File: config.mk
export PLATFORM = sky130hd
export DESIGN_NAME = dds_fifo
export DESIGN_NICKNAME = d
export VERILOG_FILES = /design/src/assert_macros.svh /design/src/dds_pkg.sv /design/src/dds_fifo.sv
export SDC_FILE = /design/constraint.sdc
export NUM_CORES = 1
export LEC_CHECK = 0
export BUFFER_PORTS_ARGS = -buffer_cell sky130_fd_sc_hd__buf_2
export CAP_MARGIN = 0
export CORE_AREA = 2 2 111 113
export CTS_BUF_LIST = sky130_fd_sc_hd__clkbuf_8 sky130_fd_sc_hd__clkbuf_16
export DETAILED_ROUTE_END_ITERATION = 12
export DIE_AREA = 0 0 113 115
export SYNTH_ARGS = -nofsm -noshare
export SYNTH_HDL_FRONTEND = slang
export SYNTH_SLANG_ARGS = --single-unit
File: constraint.sdc
create_clock -name clk -period 5.6 [get_ports clk]
set_clock_uncertainty 0.1 [all_clocks]
set_input_delay 0.84 -clock clk [delete_from_list [all_inputs] [get_ports clk]]
set_output_delay 0.84 -clock clk [all_outputs]
set_load 0.02 [all_outputs]
File: src/assert_macros.svh
// assertion macros used by the back end of the slew limiter
// no dependencies; define NO_ASSERTIONS to compile them out
`ifndef ASSERT_MACROS_SVH
`define ASSERT_MACROS_SVH

`ifndef NO_ASSERTIONS

`define DDS_ASSERT(name, clk, rst_n, prop) \
	name: assert property (@(posedge clk) disable iff (!rst_n) prop) \
		else $error("assertion failed");

`define DDS_NEVER(name, clk, rst_n, cond) \
	name: assert property (@(posedge clk) disable iff (!rst_n) !(cond)) \
		else $error("forbidden condition seen");

`else

`define DDS_ASSERT(name, clk, rst_n, prop)

`define DDS_NEVER(name, clk, rst_n, cond)

`endif

`endif

File: src/dds_pkg.sv
// types, register codes and arithmetic helpers of the slew limiter
// no dependencies; used by the interfaces and every module
package dds_pkg;

	localparam int RATE_W = 16;
	localparam int ACC_W  = 23;
	localparam int MUL_W  = 49;
	localparam int IDX_W  = 3;

	// register indexes of the configuration port
	localparam logic [IDX_W-1:0] REG_INV_RADIUS  = 3'd0;
	localparam logic [IDX_W-1:0] REG_ICR_OFFSET  = 3'd1;
	localparam logic [IDX_W-1:0] REG_T_SCALE     = 3'd2;
	localparam logic [IDX_W-1:0] REG_S_SCALE     = 3'd3;
	localparam logic [IDX_W-1:0] REG_T_LIMIT     = 3'd4;
	localparam logic [IDX_W-1:0] REG_S_LIMIT     = 3'd5;

	// floor(x / 50) == (x * STEP_MUL) >> STEP_SHIFT for x below 2^17
	localparam logic [17:0] STEP_MUL   = 18'd167773;
	localparam int          STEP_SHIFT = 23;
	localparam logic [16:0] STEP_HALF  = 17'd25;
	localparam logic signed [7:0] TICKS = 8'sd50;

	typedef struct packed {
		logic        [15:0] inverse_radius;
		logic signed [15:0] icr_offset;
		logic signed [15:0] throttle_scale;
		logic signed [15:0] steer_scale;
		logic        [15:0] throttle_accel_limit;
		logic        [15:0] steer_accel_limit;
	} dds_cfg_t;

	// job handed from the front to the back
	typedef struct packed {
		logic signed [RATE_W-1:0] t_target;
		logic signed [RATE_W-1:0] turn_rate;
	} dds_job_t;

	typedef struct packed {
		logic signed [RATE_W-1:0] rate;
		logic signed [ACC_W-1:0]  req;
		logic                     clip;
	} dds_slew_t;

	// round to nearest (halves up) by 8 or 16 bits, then saturate to 16 bits
	function automatic logic signed [RATE_W-1:0] round_sat(
		input logic signed [MUL_W-1:0] v,
		input logic                    wide
	);
		logic signed [MUL_W:0] t;
		logic signed [MUL_W:0] s;
		t = wide ? ({v[MUL_W-1], v} + 50'sd32768) : ({v[MUL_W-1], v} + 50'sd128);
		s = wide ? (t >>> 16) : (t >>> 8);
		if (s > 50'sd32767)
			return 16'sh7fff;
		else if (s < -50'sd32768)
			return 16'sh8000;
		else
			return s[RATE_W-1:0];
	endfunction

	// acceleration limit on one wheel rate
	function automatic dds_slew_t slew(
		input logic signed [RATE_W-1:0] target,
		input logic signed [RATE_W-1:0] prev,
		input logic        [15:0]       limit
	);
		dds_slew_t           r;
		logic signed [16:0]  tx;
		logic signed [16:0]  px;
		logic signed [16:0]  diff;
		logic        [16:0]  mt;
		logic        [16:0]  mp;
		logic signed [ACC_W-1:0] req;
		logic        [ACC_W-1:0] mreq;
		logic        [34:0]  step_p;
		logic        [15:0]  step;
		tx = {target[15], target};
		px = {prev[15], prev};
		diff = tx - px;
		req = ACC_W'(diff) * ACC_W'(TICKS);
		mt = tx[16] ? 17'(-tx) : 17'(tx);
		mp = px[16] ? 17'(-px) : 17'(px);
		mreq = req[ACC_W-1] ? ACC_W'(-req) : ACC_W'(req);
		step_p = 35'({1'b0, limit} + STEP_HALF) * 35'(STEP_MUL);
		step = 16'(step_p >> STEP_SHIFT);
		r.req = req;
		r.clip = (mt > mp) && (mreq > {7'd0, limit});
		if (!r.clip)
			r.rate = target;
		else if (diff[16])
			r.rate = prev - $signed(step);
		else
			r.rate = prev + $signed(step);
		return r;
	endfunction

endpackage

File: src/dds_fifo.sv
// two-entry queue between the front and the back end
// depends on dds_pkg
module dds_fifo (
	input  logic              clk,
	input  logic              arst_n,
	input  logic              push,
	input  dds_pkg::dds_job_t push_job,
	input  logic              pop,
	output dds_pkg::dds_job_t head,
	output logic              empty,
	output logic              full
);
	import dds_pkg::*;

	dds_job_t   entry_q [2];
	logic       wr_ptr_q;
	logic       rd_ptr_q;
	logic [1:0] count_q;

	assign empty = (count_q == 2'd0);
	assign full = (count_q == 2'd2);
	assign head = entry_q[rd_ptr_q];

	always_ff @(posedge clk or negedge arst_n) begin
		if (!arst_n) begin
			wr_ptr_q <= 1'b0;
			rd_ptr_q <= 1'b0;
			count_q <= 2'd0;
		end else begin
			if (push)
				wr_ptr_q <= !wr_ptr_q;
			if (pop)
				rd_ptr_q <= !rd_ptr_q;
			if (push && !pop)
				count_q <= count_q + 2'd1;
			else if (pop && !push)
				count_q <= count_q - 2'd1;
		end
	end

	always_ff @(posedge clk) begin
		if (push)
			entry_q[wr_ptr_q] <= push_job;
	end

endmodule

==> impl_metrics.yaml <==
cts:
  clockRootBuffer: "clkbuf_16"
  cts_made_buffers: 9
  clock_path_buffers: 2
  path_clk_slew_ns: 0.05
  clock_latency_ns: 0.32
  htreeDepth: 3
  post_cts_buffers: 0
  hold_buffers: 0
  cts_resized: 0
  cts_sinks: 68
  cts_tree: "yes"
pwr:
  p_sw_uw: 543
  ir_drop_mv: 0.246
  power_frac_seq_pct: 43.8
  internal_power_uw: 1230
  p_per_area_mw_per_mm2: 526
  p_clk_share_pct: 26.7
  power_leakage_uw: 0.00135
  combinationalPowerShare_pct: 29.4
  swShare_pct: 30.7
logic_synthesis:
  ys_types: 13
  synthXorXnorAreaFrac_pct: 1.65
  synth_seq_cells: 68
  yosysSeqAreaShare_pct: 76.3
  syn_nets: 153
  syn_area_per_cell_um2: 22.8
  synth_mux_area_share_pct: 17.7
  synthAdderAreaFrac_pct: 0.472
  syn_area_mm2: 0.00265
  yosys_warnings: 0
  synth_top_family_by_area: "multiplexers"
  synth-compound-area-share_pct: 0
  syn_inst: 116
  synth_simple_gate_area_share_pct: 0.992
timing:
  setup_viol: 0
  max_freq_mhz: 343
  hold_viol: 0
  rsz0062_at_grt: "false"
  relSlewSlack_pct: 28.7
  period_minus_slack_ns: 2.92
  timing.hold.ws_ns: 0.216
  slew_violations: 0
  worst_pin_slew_ns: 1.07
  fin_tns_setup_ns: 0
  post-route-period-util_pct: 52.1
outcome:
  outcome: "finished, violations left"
  violations: "design-rule violations"
worst_setup_path:
  reg2reg_slack_ns: 3.89
  crit_type: "flop to primary output"
  cp_data_arrival_time_ns: 1.98
  start_kind: "flop"
  regToRegStartpoint: "wr_ptr_q"
  r2r_cells: 1
  endpoint_kind: "primary output"
  path_max_fanout: 33
  cp.required_ns: 4.66
  r2r_end: "entry_q[0][12]"
floorplan:
  io_pins: 70
  dieArea_mm2: 0.0130
  core_region_area_mm2: 0.0118
  die_h_um: 115
  rows: 40
  initial_core_util_pct: 22.4
  fp.dieW_um: 113
grt:
  grtUsageTotal_pct: 6.97
  grt_first_pass_wirelength_mm: 6.59
  grt_max_degree: 34
  grt_pass1_vias: 1320
  antenna_found_initial: 0
  grt.overflow.total: 0
placed_design:
  gp_congestion: 0.584
  dp.final_hpwl_mm: 2.77
  place.port_buffers: 69
detailed_routing:
  drt_iter0_drc: 65
  postRouteAntennaNets: 0
  drc: 4
  dr.pass1.iters: 10
  wl_per_cell_um: 12.5
  vias: 1258
  viasPerCell: 3.67
  wirelength_mm: 4.30
layout:
  n_antenna_cell: 0
  fin_nets: 229
  areaGrowthSynthToFinish_pct: 27.1
  layout-drive-gt1-share_pct: 58.2
hold_path:
  hold_class: "primary input to asynchronous set/reset pin"
job:
  drv_cap: 0
## cell families after synthesis
kind of cell | after synthesis
xor gates and xnor gates | 5
adders and majority gates | 1
buffers and inverters | 5
DFF | 68
muxes | 32
and+or+nand+nor | 5
## worst max path at each step
stage | from | end | slack, ns | cells after the start
2_1_floorplan | push | entry_q[0][0] | 2.79 | 1
3_3_place_gp | rd_ptr_q | head[28] | 2.99 | 2
3_5_place_dp | rd_ptr_q | head[24] | 2.98 | 2
4_1_cts | rd_ptr_q | head[24] | 2.61 | 2
5_1_grt | rd_ptr_q | head[24] | 2.55 | 2
6_report | rd_ptr_q | head[24] | 2.68 | 2
## metal layers
layer,up-vias,wire length (um),track usage (%)
met1,606,1860,7.71
met3,8,345,3.64
li1,600,-,-
met5,-,0,0
met2,44,2000,10.6
met4,0,96,4.39
## flip-flops by register name, summed over array words and instances (netlist names)
register,cells
count_q,2
entry_q,64
rd_ptr_q,1
wr_ptr_q,1
## power groups by stage
stage	logic [uW]	registers (uW)	clock network, uW
2_1_floorplan	487	715	0
3_3_place_gp	529	787	0
3_5_place_dp	532	791	0
4_1_cts	534	781	488
5_1_grt	553	795	511
6_report	521	776	473
## placed cells by master, fill, tap and decap left out, types with 2 or more instances in the layout
| master | count |
|---|---|
| clkbuf_16 | 9 |
| buf_2 | 69 |
| mux2_2 | 3 |
| clkinv_1 | 4 |
| nor2_1 | 2 |
| mux2_4 | 29 |
| edfxtp_1 | 64 |
| xor2_1 | 4 |
| dfrtp_1 | 3 |
| inv_1 | 2 |
## cells in the mapped netlist (all sizes together)
cell type	number	area (um^2)
and2	1	6.26
buf	4	71.3
dfrtp	4	100
edfxtp	64	1920
ha	1	12.5
inv	1	3.75
mux2	32	469
nor2	2	7.51
nor2b	2	12.5
xnor2	1	8.76
xor2	4	35.0
## area by class of cell
cell class,count,area (um^2)
clock buffers,9,225
clock inverters,6,23.8
fillers,1203,8450
inverters,1,3.75
multi-input cells,43,561
flip-flops and latches,68,2020
well taps,147,184
repair buffers,69,345
## per-stage QoR
stage | setup WS, ns | area, um^2 | power, uW | cells | util [%]
after floorplan | 2.79 | 2650 | 1200 | 116 | -
after detailed placement | 2.98 | 3120 | 1320 | 328 | 26.4
after global placement | 2.99 | 3120 | 1320 | 328 | 26.4
final | 2.68 | 3370 | 1770 | 343 | 28.5
after CTS | 2.61 | 3370 | 1800 | 343 | 28.5
after global routing | 2.55 | 3370 | 1860 | 343 | 28.5
## worst max-delay path, cell delays in order, from the launching register on
cell,delay (ns)
dfrtp_2,1.07
mux2_2,0.42
buf_2,0.16
No activity file was read; power rests on OpenSTA's default activity.
