`src/assert_macros.svh`:
```
// assertion macros used by the back end of the slew limiter
// no dependencies; define NO_ASSERTIONS to compile them out
`ifndef ASSERT_MACROS_SVH
`define ASSERT_MACROS_SVH

`ifndef NO_ASSERTIONS

`define DDS_ASSERT(name, clk, rst_n, prop) \
	name: assert property (@(posedge clk) disable iff (!rst_n) prop) \
		else $error("assertion failed");

`define DDS_NEVER(name, clk, rst_n, cond) \
	name: assert property (@(posedge clk) disable iff (!rst_n) !(cond)) \
		else $error("forbidden condition seen");

`else

`define DDS_ASSERT(name, clk, rst_n, prop)

`define DDS_NEVER(name, clk, rst_n, cond)

`endif

`endif

```
`src/dds_pkg.sv`:
```
// types, register codes and arithmetic helpers of the slew limiter
// no dependencies; used by the interfaces and every module
package dds_pkg;

	localparam int RATE_W = 16;
	localparam int ACC_W  = 23;
	localparam int MUL_W  = 49;
	localparam int IDX_W  = 3;

	// register indexes of the configuration port
	localparam logic [IDX_W-1:0] REG_INV_RADIUS  = 3'd0;
	localparam logic [IDX_W-1:0] REG_ICR_OFFSET  = 3'd1;
	localparam logic [IDX_W-1:0] REG_T_SCALE     = 3'd2;
	localparam logic [IDX_W-1:0] REG_S_SCALE     = 3'd3;
	localparam logic [IDX_W-1:0] REG_T_LIMIT     = 3'd4;
	localparam logic [IDX_W-1:0] REG_S_LIMIT     = 3'd5;

	// floor(x / 50) == (x * STEP_MUL) >> STEP_SHIFT for x below 2^17
	localparam logic [17:0] STEP_MUL   = 18'd167773;
	localparam int          STEP_SHIFT = 23;
	localparam logic [16:0] STEP_HALF  = 17'd25;
	localparam logic signed [7:0] TICKS = 8'sd50;

	typedef struct packed {
		logic        [15:0] inverse_radius;
		logic signed [15:0] icr_offset;
		logic signed [15:0] throttle_scale;
		logic signed [15:0] steer_scale;
		logic        [15:0] throttle_accel_limit;
		logic        [15:0] steer_accel_limit;
	} dds_cfg_t;

	// job handed from the front to the back
	typedef struct packed {
		logic signed [RATE_W-1:0] t_target;
		logic signed [RATE_W-1:0] turn_rate;
	} dds_job_t;

	typedef struct packed {
		logic signed [RATE_W-1:0] rate;
		logic signed [ACC_W-1:0]  req;
		logic                     clip;
	} dds_slew_t;

	// round to nearest (halves up) by 8 or 16 bits, then saturate to 16 bits
	function automatic logic signed [RATE_W-1:0] round_sat(
		input logic signed [MUL_W-1:0] v,
		input logic                    wide
	);
		logic signed [MUL_W:0] t;
		logic signed [MUL_W:0] s;
		t = wide ? ({v[MUL_W-1], v} + 50'sd32768) : ({v[MUL_W-1], v} + 50'sd128);
		s = wide ? (t >>> 16) : (t >>> 8);
		if (s > 50'sd32767)
			return 16'sh7fff;
		else if (s < -50'sd32768)
			return 16'sh8000;
		else
			return s[RATE_W-1:0];
	endfunction

	// acceleration limit on one wheel rate
	function automatic dds_slew_t slew(
		input logic signed [RATE_W-1:0] target,
		input logic signed [RATE_W-1:0] prev,
		input logic        [15:0]       limit
	);
		dds_slew_t           r;
		logic signed [16:0]  tx;
		logic signed [16:0]  px;
		logic signed [16:0]  diff;
		logic        [16:0]  mt;
		logic        [16:0]  mp;
		logic signed [ACC_W-1:0] req;
		logic        [ACC_W-1:0] mreq;
		logic        [34:0]  step_p;
		logic        [15:0]  step;
		tx = {target[15], target};
		px = {prev[15], prev};
		diff = tx - px;
		req = ACC_W'(diff) * ACC_W'(TICKS);
		mt = tx[16] ? 17'(-tx) : 17'(tx);
		mp = px[16] ? 17'(-px) : 17'(px);
		mreq = req[ACC_W-1] ? ACC_W'(-req) : ACC_W'(req);
		step_p = 35'({1'b0, limit} + STEP_HALF) * 35'(STEP_MUL);
		step = 16'(step_p >> STEP_SHIFT);
		r.req = req;
		r.clip = (mt > mp) && (mreq > {7'd0, limit});
		if (!r.clip)
			r.rate = target;
		else if (diff[16])
			r.rate = prev - $signed(step);
		else
			r.rate = prev + $signed(step);
		return r;
	endfunction

endpackage

```
`src/dds_if.sv`:
```
// channel interfaces of the slew limiter: commands, results, register writes
// depends on dds_pkg
interface dds_cmd_if;
	import dds_pkg::*;
	logic                     valid;
	logic                     ready;
	logic signed [RATE_W-1:0] lin_speed;
	logic signed [RATE_W-1:0] turn_rate;
	modport source (output valid, lin_speed, turn_rate, input ready);
	modport sink (input valid, lin_speed, turn_rate, output ready);
endinterface


```
`src/dds_front.sv`:
```
// front end: accepts commands and works out the throttle target rate
// depends on dds_pkg and dds_if
module dds_front (
	dds_cmd_if.sink            cmd,
	input  dds_pkg::dds_cfg_t  cfg,
	input  logic               q_full,
	output logic               push,
	output dds_pkg::dds_job_t  job
);
	import dds_pkg::*;

	logic signed [32:0] t_prod;

	assign cmd.ready = !q_full;
	assign push = cmd.valid && !q_full;

	assign t_prod = cmd.lin_speed * $signed({1'b0, cfg.inverse_radius});

	always_comb begin
		job.t_target = round_sat(MUL_W'(t_prod), 1'b0);
		job.turn_rate = cmd.turn_rate;
	end

endmodule

```
`src/flat_wrapper.sv`:
```
// flat-port wrapper written by rule: the top's interface ports become plain ports
module dds_front_flat import dds_pkg::*;
  (cfg, q_full, push, job, cmd_valid, cmd_lin_speed, cmd_turn_rate, cmd_ready);
  dds_cmd_if cmd_i ();
  input  dds_pkg::dds_cfg_t cfg;
  input  logic q_full;
  output logic push;
  output dds_pkg::dds_job_t job;
  input wire logic [$bits(cmd_i.valid)-1:0] cmd_valid;
  input wire logic [$bits(cmd_i.lin_speed)-1:0] cmd_lin_speed;
  input wire logic [$bits(cmd_i.turn_rate)-1:0] cmd_turn_rate;
  output wire logic [$bits(cmd_i.ready)-1:0] cmd_ready;
  assign cmd_i.valid = cmd_valid;
  assign cmd_i.lin_speed = cmd_lin_speed;
  assign cmd_i.turn_rate = cmd_turn_rate;
  assign cmd_ready = cmd_i.ready;
  dds_front u_core (.cmd(cmd_i), .cfg(cfg), .q_full(q_full), .push(push), .job(job));
endmodule
```
`config.mk`:
```
export PLATFORM = sky130hd
export DESIGN_NAME = dds_front_flat
export DESIGN_NICKNAME = d
export VERILOG_FILES = /design/src/assert_macros.svh /design/src/dds_pkg.sv /design/src/dds_if.sv /design/src/dds_front.sv /design/src/flat_wrapper.sv
export SDC_FILE = /design/constraint.sdc
export NUM_CORES = 1
export LEC_CHECK = 0
export BUFFER_PORTS_ARGS = -buffer_cell sky130_fd_sc_hd__buf_2
export CORE_MARGIN = 5
export CORE_UTILIZATION = 45
export DETAILED_ROUTE_END_ITERATION = 16
export GPL_ROUTABILITY_DRIVEN = 0
export GPL_TIMING_DRIVEN = 0
export PLACE_DENSITY = 0.66
export RECOVER_POWER = 50
export SYNTH_ARGS = -nofsm -noshare
export SYNTH_HDL_FRONTEND = slang
export SYNTH_SLANG_ARGS = --single-unit
```
`constraint.sdc`:
```
create_clock -name vclk -period 12.15
set_clock_uncertainty 0.2 [all_clocks]
set_input_delay 1.215 -clock vclk [all_inputs]
set_output_delay 1.215 -clock vclk [all_outputs]
set_load 0.1 [all_outputs]
```
==> metrics.md <==
| Metric | Value |
|---|---|
| Status | finished clean |
| Setup WS post-layout | 1.92 ns |
| Post-synth cell types | 55 |
| Final-report hold violation count | 0 |
| Yosys warns | 0 |
| Syn nets | approximately 1600 |
| GRT overflow | 0 |
| Hold endpoint | push |
| Seq_cells | 0 |
| Initial DRC Count | slightly below 400 |
| WL final | 24500 um |
| RSZ-0062 raised after global routing | false |
| Setup_tns | 0 ns |
| Fin nets | 1626 |
| Rows | 53 |
| # IOs | 164 |
| Sequential-to-total area share from yosys stat | 0 |
| Crit path required time | 10.73 ns |
| Largest cells by area after synthesis | fa_1 41%, ha_1 16%, inv_1 10% |
| Worst hold start | q_full |
| Critical path capture point type | primary output |
| Die Span X | 155 um |
| Routed vias | 7585 |
| Largest net degree at the start of global routing | 11 |
| Startpoint types | primary input |
| Relative slew slack | 0.223 |
| Max-Cap Viols | 0 |
| Share of cells above drive strength 1 | 0.0780 |
| Top cells by instance count after synthesis | 256 x inv_1, 194 x fa_1, 158 x nand2_1, 120 x ha_1, 117 x and2_1 |
| Most frequent cell after synthesis | inv_1 |
| Die area | 0.0239 mm^2 |
| PostCTS Resize Cnt | 0 |
| Routed length per instance | 16.8 um |
| Area Overhead vs Synth | 7.04% |
| Final Cycle Share | 0.842 |
| Final ANT Viol Nets | 0 |
| Area of the multi-input gates | 0.00816 mm^2 |
| Initial antenna violation count | 1 |
| CP max FO | 10 |
| Post-CTS Hold Buffers | 0 |
| Worst Hold Class | in2out |
| Area leader, netlist | fa_1 |
| # clk buffers | 0 |
| Top-area cell type share of the netlist area | 0.412 |
| Worst hold stages | 3 |
| GRT Total Usage | 0.207 |
| Port Buffers | 68 |
| Worst Max-Slew Pin Slew | around 1.2 ns |
| Drt pass-1 iters | 6 |
| Core Area | 0.0208 mm^2 |
| Fmax | 0.0977 GHz |
| Critical Path AT | 8.82 ns |
| Fin. max-slew vios | 0 |
| Inserted Diodes | 0 |
| Die Ht | 155 um |
| Setup-failing EPs final | 0 |
| Syn_area_per_cell | 8.47 um^2 |
| First-pass GRT wire length | 39800 um |
| Reg area | 0 um^2 |
| Post-CTS Setup Inserts | 0 |
| Kind of critical path | in2out |
| Crit path time final | ~10 ns |
| Fillers | 2102 |
| Post-route DRC | 0 |
| Vias in the first global route | 7734 |
| Synthesized cell area | about 0.0094 mm^2 |
| Worst slack at placement | 1.99 ns |
| Initial Utilization | 0.452 |
| Post-DP HPWL | 20800 um |
| Synth Instances | between 1000 and 1500 |
| Routed vias/inst | between 5 and 6 |
-- metal layers --
layer,part of all wire,track usage,up-vias
met5,0.00029,0,-
met4,0.038,0.0614,2
met3,0.081,0.0285,49
met2,0.48,0.345,290
met1,0.41,0.281,3752
li1,-,-,3492
-- final cells by class --
| cell class | instances | share of cell area |
|---|---|---|
| buffer | 54 | 0.0290 |
| multi-input combinational | 801 | 0.810 |
| timing repair buffer | 68 | 0.0316 |
| inverter | 257 | 0.0957 |
| tap | 275 | 0.0341 |
-- critical path, cell delays in order --
cell,delay (ns)
buf_2,0.20
clkbuf_1,0.60
nand2_1,0.19
fa_1,0.60
fa_1,0.45
fa_1,0.52
inv_1,0.05
fa_1,0.46
fa_1,0.54
inv_1,0.05
fa_1,0.60
inv_1,0.06
ha_1,0.28
buf_2,0.17
a21oi_2,0.27
o211ai_1,0.16
a21oi_2,0.29
o31ai_4,0.15
a211o_2,0.38
a21oi_2,0.24
xnor2_1,0.15
a41o_1,0.34
buf_2,0.26
o21a_1,0.15
buf_2,0.42
-- worst max-delay path by stage --
| stage | start | cells past startpoint | slack (ns) | end |
|---|---|---|---|---|
| 2_1_floorplan | cmd_lin_speed[9] | 26 | 2.65 | job[21] |
| 3_3_place_gp | cfg[85] | 27 | 2.03 | job[24] |
| 3_5_place_dp | cfg[90] | 25 | 1.99 | job[22] |
| 4_1_cts | cfg[90] | 25 | 1.96 | job[27] |
| 5_1_grt | cmd_lin_speed[3] | 25 | 1.62 | job[22] |
| 6_report | cfg[90] | 25 | 1.92 | job[22] |
-- through the flow --
| step | hold WS [ns] | std cells | util | instance area (um^2) |
|---|---|---|---|---|
| floorplan | 2.44 | 1112 | - | 9420 |
| CTS | 2.61 | 1455 | 0.485 | 10100 |
| detailed placement | 2.61 | 1455 | 0.485 | 10100 |
| global route | 2.65 | 1455 | 0.484 | 10100 |
| global placement | 2.61 | 1455 | 0.485 | 10100 |
| finish | 2.63 | 1455 | 0.484 | 10100 |
-- placed cells by master, fill, tap and decap left out, types with 3 or more instances in the layout --
cell	count
a21oi_1	31
ha_1	120
and3_1	3
inv_1	256
a21oi_2	5
xnor2_1	12
nor3_1	13
fa_1	194
o21ai_1	5
or3_1	3
nand4_1	8
and2_1	117
buf_2	55
o21ai_0	14
xor2_1	11
nand2_1	158
o21a_1	23
nand3_1	3
buf_4	16
o211ai_1	5
o21bai_1	3
nand2b_1	10
a211oi_2	3
nor2_1	23
nor2b_1	3
a211o_1	3
clkbuf_1	47
a21o_1	4
-- logic make-up after synthesis --
| kind of cell | share of synthesized area |
|---|---|
| compound gates | 0.0886 |
| xor+xnor | 0.0231 |
| fa+ha+maj | 0.572 |
| buf+inv | 0.134 |
| mux | 0.00213 |
| simple gates | 0.181 |
Power is left out: the tool's default activity adds up to more than one toggle a clock period on the data nets, which glitch-free logic cannot reach.
